**config.mk**
```make
export PLATFORM = sky130hd
export DESIGN_NAME = case_folding_substring_search_top
export DESIGN_NICKNAME = d
export VERILOG_FILES = /design/src/hdl/cfss_pkg.sv /design/src/hdl/case_folding_substring_search_top.sv
export SDC_FILE = /design/constraint.sdc
export NUM_CORES = 2
export LEC_CHECK = 0
export BUFFER_PORTS_ARGS = -buffer_cell sky130_fd_sc_hd__buf_4
export CAP_MARGIN = 20
export CORE_ASPECT_RATIO = 0.7
export CORE_MARGIN = 3
export CORE_UTILIZATION = 50
export CTS_BUF_LIST = sky130_fd_sc_hd__clkbuf_16
export CTS_CLUSTER_SIZE = 25
export DETAILED_ROUTE_END_ITERATION = 16
export MAX_ROUTING_LAYER = met4
export PLACE_DENSITY = 0.65
export SLEW_MARGIN = 30
export SYNTH_ARGS = -nofsm -noshare
export SYNTH_HDL_FRONTEND = slang
export SYNTH_SLANG_ARGS = --single-unit
```
**constraint.sdc**
```tcl
create_clock -name clk_i -period 19.2 [get_ports clk_i]
set_input_delay 0.96 -clock clk_i [delete_from_list [all_inputs] [get_ports clk_i]]
set_output_delay 0.96 -clock clk_i [all_outputs]
set_load 0.05 [all_outputs]
```
**src/hdl/cfss_pkg.sv**
```systemverilog
`default_nettype none
package cfss_pkg;

  localparam int unsigned MAX_PATTERN_DEF = 16;
  localparam int unsigned MAX_TEXT_DEF    = 16384;
  localparam int unsigned POS_W           = 14;

  // UTF-8 byte values used by the lower-case fold
  localparam logic [7:0] ASCII_TOP    = 8'h80;
  localparam logic [7:0] ASCII_UP_LO  = 8'h41;
  localparam logic [7:0] ASCII_UP_HI  = 8'h5A;
  localparam logic [7:0] CYR_LEAD_D0  = 8'hD0;
  localparam logic [7:0] CYR_LEAD_D1  = 8'hD1;
  localparam logic [7:0] CYR_A_LO     = 8'h90;
  localparam logic [7:0] CYR_A_HI     = 8'h9F;
  localparam logic [7:0] CYR_R_LO     = 8'hA0;
  localparam logic [7:0] CYR_R_HI     = 8'hAF;
  localparam logic [7:0] CYR_YO_UP    = 8'h81;
  localparam logic [7:0] CYR_YO_LOW   = 8'h91;
  localparam logic [7:0] CASE_OFFSET  = 8'd32;

  typedef enum logic [1:0] {
    FUNC_CLEAR   = 2'd0,
    FUNC_PATTERN = 2'd1,
    FUNC_TEXT    = 2'd2
  } func_e;

  typedef struct packed {
    func_e       func;
    logic [31:0] char_code;
    logic        last;
  } in_t;

  typedef struct packed {
    logic             found;
    logic [POS_W-1:0] position;
    logic             overflow;
  } out_t;

  function automatic logic [31:0] fold_code(input logic [31:0] code);
    logic [7:0] b0;
    logic [7:0] b1;
    b0 = code[7:0];
    b1 = code[15:8];
    if (b0 < ASCII_TOP) begin
      if (b0 >= ASCII_UP_LO && b0 <= ASCII_UP_HI) begin
        b0 = b0 + CASE_OFFSET;
      end
    end else if (b0 == CYR_LEAD_D0) begin
      if (b1 >= CYR_A_LO && b1 <= CYR_A_HI) begin
        b1 = b1 + CASE_OFFSET;
      end else if (b1 >= CYR_R_LO && b1 <= CYR_R_HI) begin
        b0 = CYR_LEAD_D1;
        b1 = b1 - CASE_OFFSET;
      end else if (b1 == CYR_YO_UP) begin
        b0 = CYR_LEAD_D1;
        b1 = CYR_YO_LOW;
      end
    end
    return {code[31:16], b1, b0};
  endfunction

endpackage
`default_nettype wire

```
**src/hdl/case_folding_substring_search_top.sv**
```systemverilog
`default_nettype none
// Streaming substring search. Load the pattern with append words (func 1), then
// send text words (func 2); on the text word flagged last one result word comes
// out with found, the start index of the first match and an overflow flag, and
// the text state clears while the pattern is kept. A clear word (func 0) drops
// both. Each character is one four-byte UTF-8 code; with fold_case set, ASCII
// and basic Cyrillic capitals compare equal to their lower-case forms. One word
// is taken every cycle: the text window and the pattern register are compared
// in parallel in the cycle the word is accepted, and the result lands in an
// output register backed by one skid entry, so input stalls only while both are
// full. An empty pattern reports found at index 0; characters beyond
// MAX_PATTERN or MAX_TEXT are dropped and set overflow.
module case_folding_substring_search_top
  import cfss_pkg::*;
#(
  parameter int unsigned MAX_PATTERN = MAX_PATTERN_DEF,
  parameter int unsigned MAX_TEXT    = MAX_TEXT_DEF
) (
  input  wire logic clk_i,
  input  wire logic rst_ni,
  input  wire logic in_valid_i,
  output logic      in_stall_o,
  input  wire in_t  in_data_i,
  output logic      out_valid_o,
  input  wire logic out_stall_i,
  output out_t      out_data_o,
  input  wire logic cfg_valid_i,
  output logic      cfg_ready_o,
  input  wire logic cfg_data_i
);

  localparam int unsigned PlenW = $clog2(MAX_PATTERN + 1);
  localparam int unsigned CntW  = $clog2(MAX_TEXT + 1);
  localparam int unsigned CmpW  = (CntW > PlenW) ? CntW : PlenW;

  logic                fold_q;
  logic [31:0]         pat_q [MAX_PATTERN];
  logic [31:0]         win_q [MAX_PATTERN];
  logic [31:0]         win_d [MAX_PATTERN];
  logic [31:0]         win_new [MAX_PATTERN];
  logic [PlenW-1:0]    plen_q, plen_d;
  logic [CntW-1:0]     cnt_q, cnt_d;
  logic                seen_q, seen_d;
  logic [CntW-1:0]     idx_q, idx_d;
  logic                ovf_q, ovf_d;
  logic                pat_shift;
  logic [MAX_PATTERN-1:0] eq;
  logic                win_match;
  logic                in_acc;
  logic                res_valid;
  out_t                res_data;
  logic                out_valid_q, skid_valid_q;
  out_t                out_q, skid_q;
  logic                out_take;

  assign cfg_ready_o = 1'b1;
  assign in_stall_o  = skid_valid_q;
  assign in_acc      = in_valid_i && !skid_valid_q;
  assign out_take    = out_valid_q && !out_stall_i;
  assign out_valid_o = out_valid_q;
  assign out_data_o  = out_q;

  always_ff @(posedge clk_i or negedge rst_ni) begin
    if (!rst_ni) begin
      fold_q <= 1'b0;
    end else if (cfg_valid_i) begin
      fold_q <= cfg_data_i;
    end
  end

  // Window after this word would be shifted in; newest character at entry 0.
  always_comb begin
    win_new[0] = in_data_i.char_code;
    for (int k = 1; k < MAX_PATTERN; k++) begin
      win_new[k] = win_q[k-1];
    end
  end

  // Pattern register holds the newest pattern character at entry 0 too, so
  // window entry k lines up with pattern entry k for every k below the length.
  for (genvar k = 0; k < MAX_PATTERN; k++) begin : g_cmp
    logic [31:0] w_c, p_c;
    assign w_c = fold_q ? fold_code(win_new[k]) : win_new[k];
    assign p_c = fold_q ? fold_code(pat_q[k]) : pat_q[k];
    assign eq[k] = (w_c == p_c) || (32'(plen_q) <= k);
  end
  assign win_match = &eq;

  always_comb begin
    plen_d    = plen_q;
    cnt_d     = cnt_q;
    seen_d    = seen_q;
    idx_d     = idx_q;
    ovf_d     = ovf_q;
    pat_shift = 1'b0;
    res_valid = 1'b0;
    res_data  = '0;
    for (int k = 0; k < MAX_PATTERN; k++) begin
      win_d[k] = win_q[k];
    end
    if (in_acc) begin
      case (in_data_i.func)
        FUNC_CLEAR: begin
          plen_d = '0;
          cnt_d  = '0;
          seen_d = 1'b0;
          idx_d  = '0;
          ovf_d  = 1'b0;
          for (int k = 0; k < MAX_PATTERN; k++) begin
            win_d[k] = '0;
          end
        end
        FUNC_PATTERN: begin
          if (32'(plen_q) < MAX_PATTERN) begin
            pat_shift = 1'b1;
            plen_d    = plen_q + PlenW'(1);
          end else begin
            ovf_d = 1'b1;
          end
        end
        FUNC_TEXT: begin
          if (32'(cnt_q) < MAX_TEXT) begin
            for (int k = 0; k < MAX_PATTERN; k++) begin
              win_d[k] = win_new[k];
            end
            cnt_d = cnt_q + CntW'(1);
            if (!seen_q && plen_q != '0 && CmpW'(cnt_d) >= CmpW'(plen_q) && win_match) begin
              seen_d = 1'b1;
              idx_d  = CntW'(CmpW'(cnt_d) - CmpW'(plen_q));
            end
          end else begin
            ovf_d = 1'b1;
          end
          if (in_data_i.last) begin
            res_valid         = 1'b1;
            res_data.found    = (plen_q == '0) ? 1'b1 : seen_d;
            res_data.position = (plen_q != '0 && seen_d) ? POS_W'(idx_d) : '0;
            res_data.overflow = ovf_d;
            // drop the text state, keep the pattern
            cnt_d  = '0;
            seen_d = 1'b0;
            idx_d  = '0;
            ovf_d  = 1'b0;
            for (int k = 0; k < MAX_PATTERN; k++) begin
              win_d[k] = '0;
            end
          end
        end
        default: begin
        end
      endcase
    end
  end

  always_ff @(posedge clk_i or negedge rst_ni) begin
    if (!rst_ni) begin
      plen_q <= '0;
      cnt_q  <= '0;
      seen_q <= 1'b0;
      idx_q  <= '0;
      ovf_q  <= 1'b0;
      for (int k = 0; k < MAX_PATTERN; k++) begin
        win_q[k] <= '0;
      end
    end else begin
      plen_q <= plen_d;
      cnt_q  <= cnt_d;
      seen_q <= seen_d;
      idx_q  <= idx_d;
      ovf_q  <= ovf_d;
      for (int k = 0; k < MAX_PATTERN; k++) begin
        win_q[k] <= win_d[k];
      end
    end
  end

  always_ff @(posedge clk_i) begin
    if (pat_shift) begin
      pat_q[0] <= in_data_i.char_code;
      for (int k = 1; k < MAX_PATTERN; k++) begin
        pat_q[k] <= pat_q[k-1];
      end
    end
  end

  // Output register plus one skid entry; a new result goes to the skid only
  // when the output register is full and held.
  always_ff @(posedge clk_i or negedge rst_ni) begin
    if (!rst_ni) begin
      out_valid_q  <= 1'b0;
      skid_valid_q <= 1'b0;
    end else if (skid_valid_q) begin
      if (out_take) begin
        skid_valid_q <= 1'b0;
      end
    end else if (res_valid) begin
      if (!out_valid_q || out_take) begin
        out_valid_q <= 1'b1;
      end else begin
        skid_valid_q <= 1'b1;
      end
    end else if (out_take) begin
      out_valid_q <= 1'b0;
    end
  end

  always_ff @(posedge clk_i) begin
    if (skid_valid_q) begin
      if (out_take) begin
        out_q <= skid_q;
      end
    end else if (res_valid) begin
      if (!out_valid_q || out_take) begin
        out_q <= res_data;
      end else begin
        skid_q <= res_data;
      end
    end
  end

  a_skid_behind_out : assert property (@(posedge clk_i) disable iff (!rst_ni)
    skid_valid_q |-> out_valid_q)
    else $error("skid entry valid while output register empty");

  a_plen_range : assert property (@(posedge clk_i) disable iff (!rst_ni)
    32'(plen_q) <= MAX_PATTERN)
    else $error("pattern length beyond limit");

  a_cnt_range : assert property (@(posedge clk_i) disable iff (!rst_ni)
    32'(cnt_q) <= MAX_TEXT)
    else $error("text count beyond limit");

  a_clear_after_result : assert property (@(posedge clk_i) disable iff (!rst_ni)
    res_valid |=> (cnt_q == '0 && !seen_q && !ovf_q))
    else $error("text state not cleared after result");

  // the pattern may grow after a match is latched, so only the start is bounded
  a_match_needs_pattern : assert property (@(posedge clk_i) disable iff (!rst_ni)
    seen_q |-> (plen_q != '0 && idx_q < cnt_q))
    else $error("latched match inconsistent with pattern and text count");

endmodule
`default_nettype wire
```
==> impl_metrics.py <==
metrics = {
    "detailed_routing": {
        "routed_wl_um": 146000,
        "wire_per_inst_um": 24.5,
        "drc_errors": 0,
        "avgViaCountPerCell": 6.18,
        "final_antenna_net_count": 0,
        "dr.pass1.iters": 8,
        "vias": 36800,
        "drt_iter0_drc": 4618,
    },
    "global_routing": {
        "grt_max_degree": 172,
        "antenna_found_initial": 2,
        "grt_pass1_vias": 33300,
        "gr-total-overflow": 0,
        "grt_pass1_wl_um": 220000,
        "grt_usage": 0.276,
    },
    "clock_network": {
        "clk_path_buf_depth": 3,
        "cts_setup_buffers": 0,
        "cts.sinks": 1063,
        "hold_buffers": 0,
        "post_cts_resized": 0,
        "insertion_delay_ns": 0.72,
        "cts_max_level": 3,
        "tritoncts": "done",
        "clk_pin_slew_ns": 0.06,
        "ctsRootBufferMaster": "clkbuf_16",
        "cts_made_buffers": 101,
    },
    "setup_path": {
        "crit_family": "simple AND/OR/NAND/NOR gates",
        "rrSetupSlack_ns": 13.57,
        "worstSetupStartpointType": "flop",
        "critical_path_arrival_ns": 6.17,
        "cp_cell_sequence": "buf_4 > buf_4 > nand4_1 > nor4_1 > mux2i_1 > xnor2_1 > nand2_1 > a2111oi_0 > buf_4 > o2111ai_1 > nor3_2 > nand4b_1 > nor4_4 > nand2_4 > o211ai_1",
        "worst-path-buf-inv": 3,
        "rr_startpoint": "fold_q$_DFFE_PN0P_",
        "crit_top_cell": "buf_4",
        "worst_path_max_delay_cell": "a2111oi_0",
        "timing.rr.end": "out_data_o[4]$_DFFE_PP_",
        "cp_max_fo": 43,
        "crit_type": "flop to flop",
        "required_ns": 19.74,
        "worstSetupEndpointType": "flop",
        "worst_path_largest_cell_delay_ns": 0.74,
        "r2r_cells": 15,
    },
    "pwr": {
        "power_uw": 4820,
        "peakVddDrop_uv": 65.8,
        "power_density_nw_per_um2": 84.5,
        "p_leak_uw": 0.0222,
    },
    "die": {
        "ioPinCount": 60,
        "core_area_sq_um": 102000,
        "die_area_sq_um": 108000,
        "rows": 98,
        "die_w_um": 391,
        "start_util": 0.506,
        "fp.dieH_um": 275,
    },
    "cells_and_area": {
        "syn_to_final_growth_pct": 10.2,
        "layout-drive-gt1-share": 0.0729,
        "layout_commonest_cell": "nand2_1",
        "nets": 4694,
        "final_cell_mix": "554 x nand2_1, 544 x edfxtp_1, 518 x dfrtp_1",
        "instances_no_fill": 5948,
        "final_area_sq_um": 57100,
    },
    "timing": {
        "slew_headroom": 0.287,
        "max_freq_mhz": 178,
        "worstMarginPinSlew_ns": 1.06,
        "finalSetupTns_ns": 0,
        "final.min_clock_period_ns": 5.63,
        "finalClockSkew_ns": 0.0543,
        "period_share": 0.293,
        "fin_ws_ns": 13.57,
        "finalMaxSlewViolations": 0,
        "rsz0062_at_grt": "false",
        "hold_viol": 0,
        "setup_viol": 0,
    },
    "flow_run": {
        "cap_violations": 0,
    },
    "worst_hold_path": {
        "hp-class": "input port to async pin",
    },
    "synthesis": {
        "synth_edf_count": 544,
        "avgSynthCellArea_sq_um": 11.5,
        "synth_cells": 4509,
        "async_reset_ff_frac": 0.488,
        "ys.warnings.count": 0,
        "netlist_area_sq_um": 51800,
        "ys_ff_latch": 1063,
        "syn_nets": 4694,
        "synth_cell_types": 95,
        "synth_seq_area_share": 0.566,
        "synth_flop_cell": "edfxtp_1",
    },
    "placed_design": {
        "io_buffers": 58,
        "place_congestion": 0.953,
        "dp_hpwl_um": 104000,
        "placed_area_sq_um": 53700,
        "dp.cells": 5756,
        "place_worst_setup_slack_ns": 13.86,
    },
    "outcome": {
        "outcome": "finished, final reports clean",
    },
}
-- flip-flops by register name, summed over array words and instances, names as in the netlist --
| signal | flops |
|---|---|
| cnt_q | 15 |
| fold_q | 1 |
| idx_q | 14 |
| in_stall_o | 1 |
| out_data_o | 16 |
| out_valid_o | 1 |
| ovf_q | 1 |
| pat_q | 512 |
| plen_q | 5 |
| seen_q | 1 |
| skid_q | 16 |
| win_new | 480 |
-- metrics by stage --
step                      hold slack [ns]   util
after floorplan                     0.424      -
after global placement              0.451  0.522
after detailed placement            0.455  0.525
after CTS                           0.210  0.557
after global routing                0.212  0.558
final                               0.183  0.558
-- power breakdown --
part           switching (uW)  internal (uW)
Sequential               58.3           2440
Clock                     902           1080
Combinational             241           99.8
Total                    1200           3620
-- routing by layer --
layer,wire length (um),up-vias,GRT usage
met5,0,-,-
met4,1720,0,0.0429
met3,17100,140,0.0800
met2,52900,1603,0.311
met1,73800,18400,0.469
li1,-,16600,-
-- area by class of cell --
type                    instances  area [sq um]
diodes                          1          2.50
flip-flops and latches       1063         29300
well taps                    1350          1690
clock inverters                87           699
fillers                      8510         45300
inverters                     162           608
multi-input cells            3081         21300
clock buffers                 104          2600
repair buffers                100           875
-- cells in the mapped netlist, types with 21 or more instances --
| cell | count | area [sq um] |
|---|---|---|
| nand3_1 | 86 | 430 |
| o21ai_0 | 260 | 1300 |
| a31oi_1 | 48 | 300 |
| nand2b_1 | 56 | 350 |
| dfrtp_1 | 519 | 13000 |
| edfxtp_1 | 544 | 16300 |
| nor2b_1 | 24 | 150 |
| a21oi_1 | 140 | 701 |
| inv_1 | 161 | 604 |
| or4_1 | 21 | 158 |
| nand4_1 | 84 | 526 |
| nor3_1 | 54 | 270 |
| and3_1 | 23 | 144 |
| nor2_1 | 126 | 473 |
| nand3b_1 | 30 | 225 |
| a21o_1 | 22 | 165 |
| clkbuf_1 | 187 | 702 |
| nand2_1 | 554 | 2080 |
| xor2_1 | 267 | 2340 |
| ha_1 | 143 | 1790 |
| o22ai_1 | 30 | 188 |
| nor4b_1 | 26 | 228 |
| xnor2_1 | 273 | 2390 |
| o31ai_1 | 43 | 323 |
| mux2i_1 | 33 | 330 |
| a22o_1 | 296 | 2590 |
| nor4_1 | 100 | 626 |
| or3_1 | 21 | 131 |
-- worst max path at each step --
stage / start / to / slack [ns] / depth (start not counted)
final: fold_q$_DFFE_PN0P_ / out_data_o[4]$_DFFE_PP_ / 13.57 / 15
after global routing: fold_q$_DFFE_PN0P_ / out_data_o[4]$_DFFE_PP_ / 13.30 / 15
after CTS: fold_q$_DFFE_PN0P_ / out_data_o[4]$_DFFE_PP_ / 13.64 / 15
after detailed placement: fold_q$_DFFE_PN0P_ / out_data_o[6]$_DFFE_PP_ / 13.86 / 15
after global placement: fold_q$_DFFE_PN0P_ / out_data_o[8]$_DFFE_PP_ / 13.56 / 14
after floorplan: in_data_i[34] / pat_q[0][0]$_DFFE_PP_ / 5.09 / 4
-- kinds of logic after synthesis --
kind of cell,share of synthesized area
buf+inv,0.0275
xor+xnor,0.0917
compound gates,0.140
other cells,0.0000724
mux,0.00833
simple gates,0.132
fa+ha+maj,0.0349
flops,0.566
Note: power is estimated with default switching activity, not from simulation.
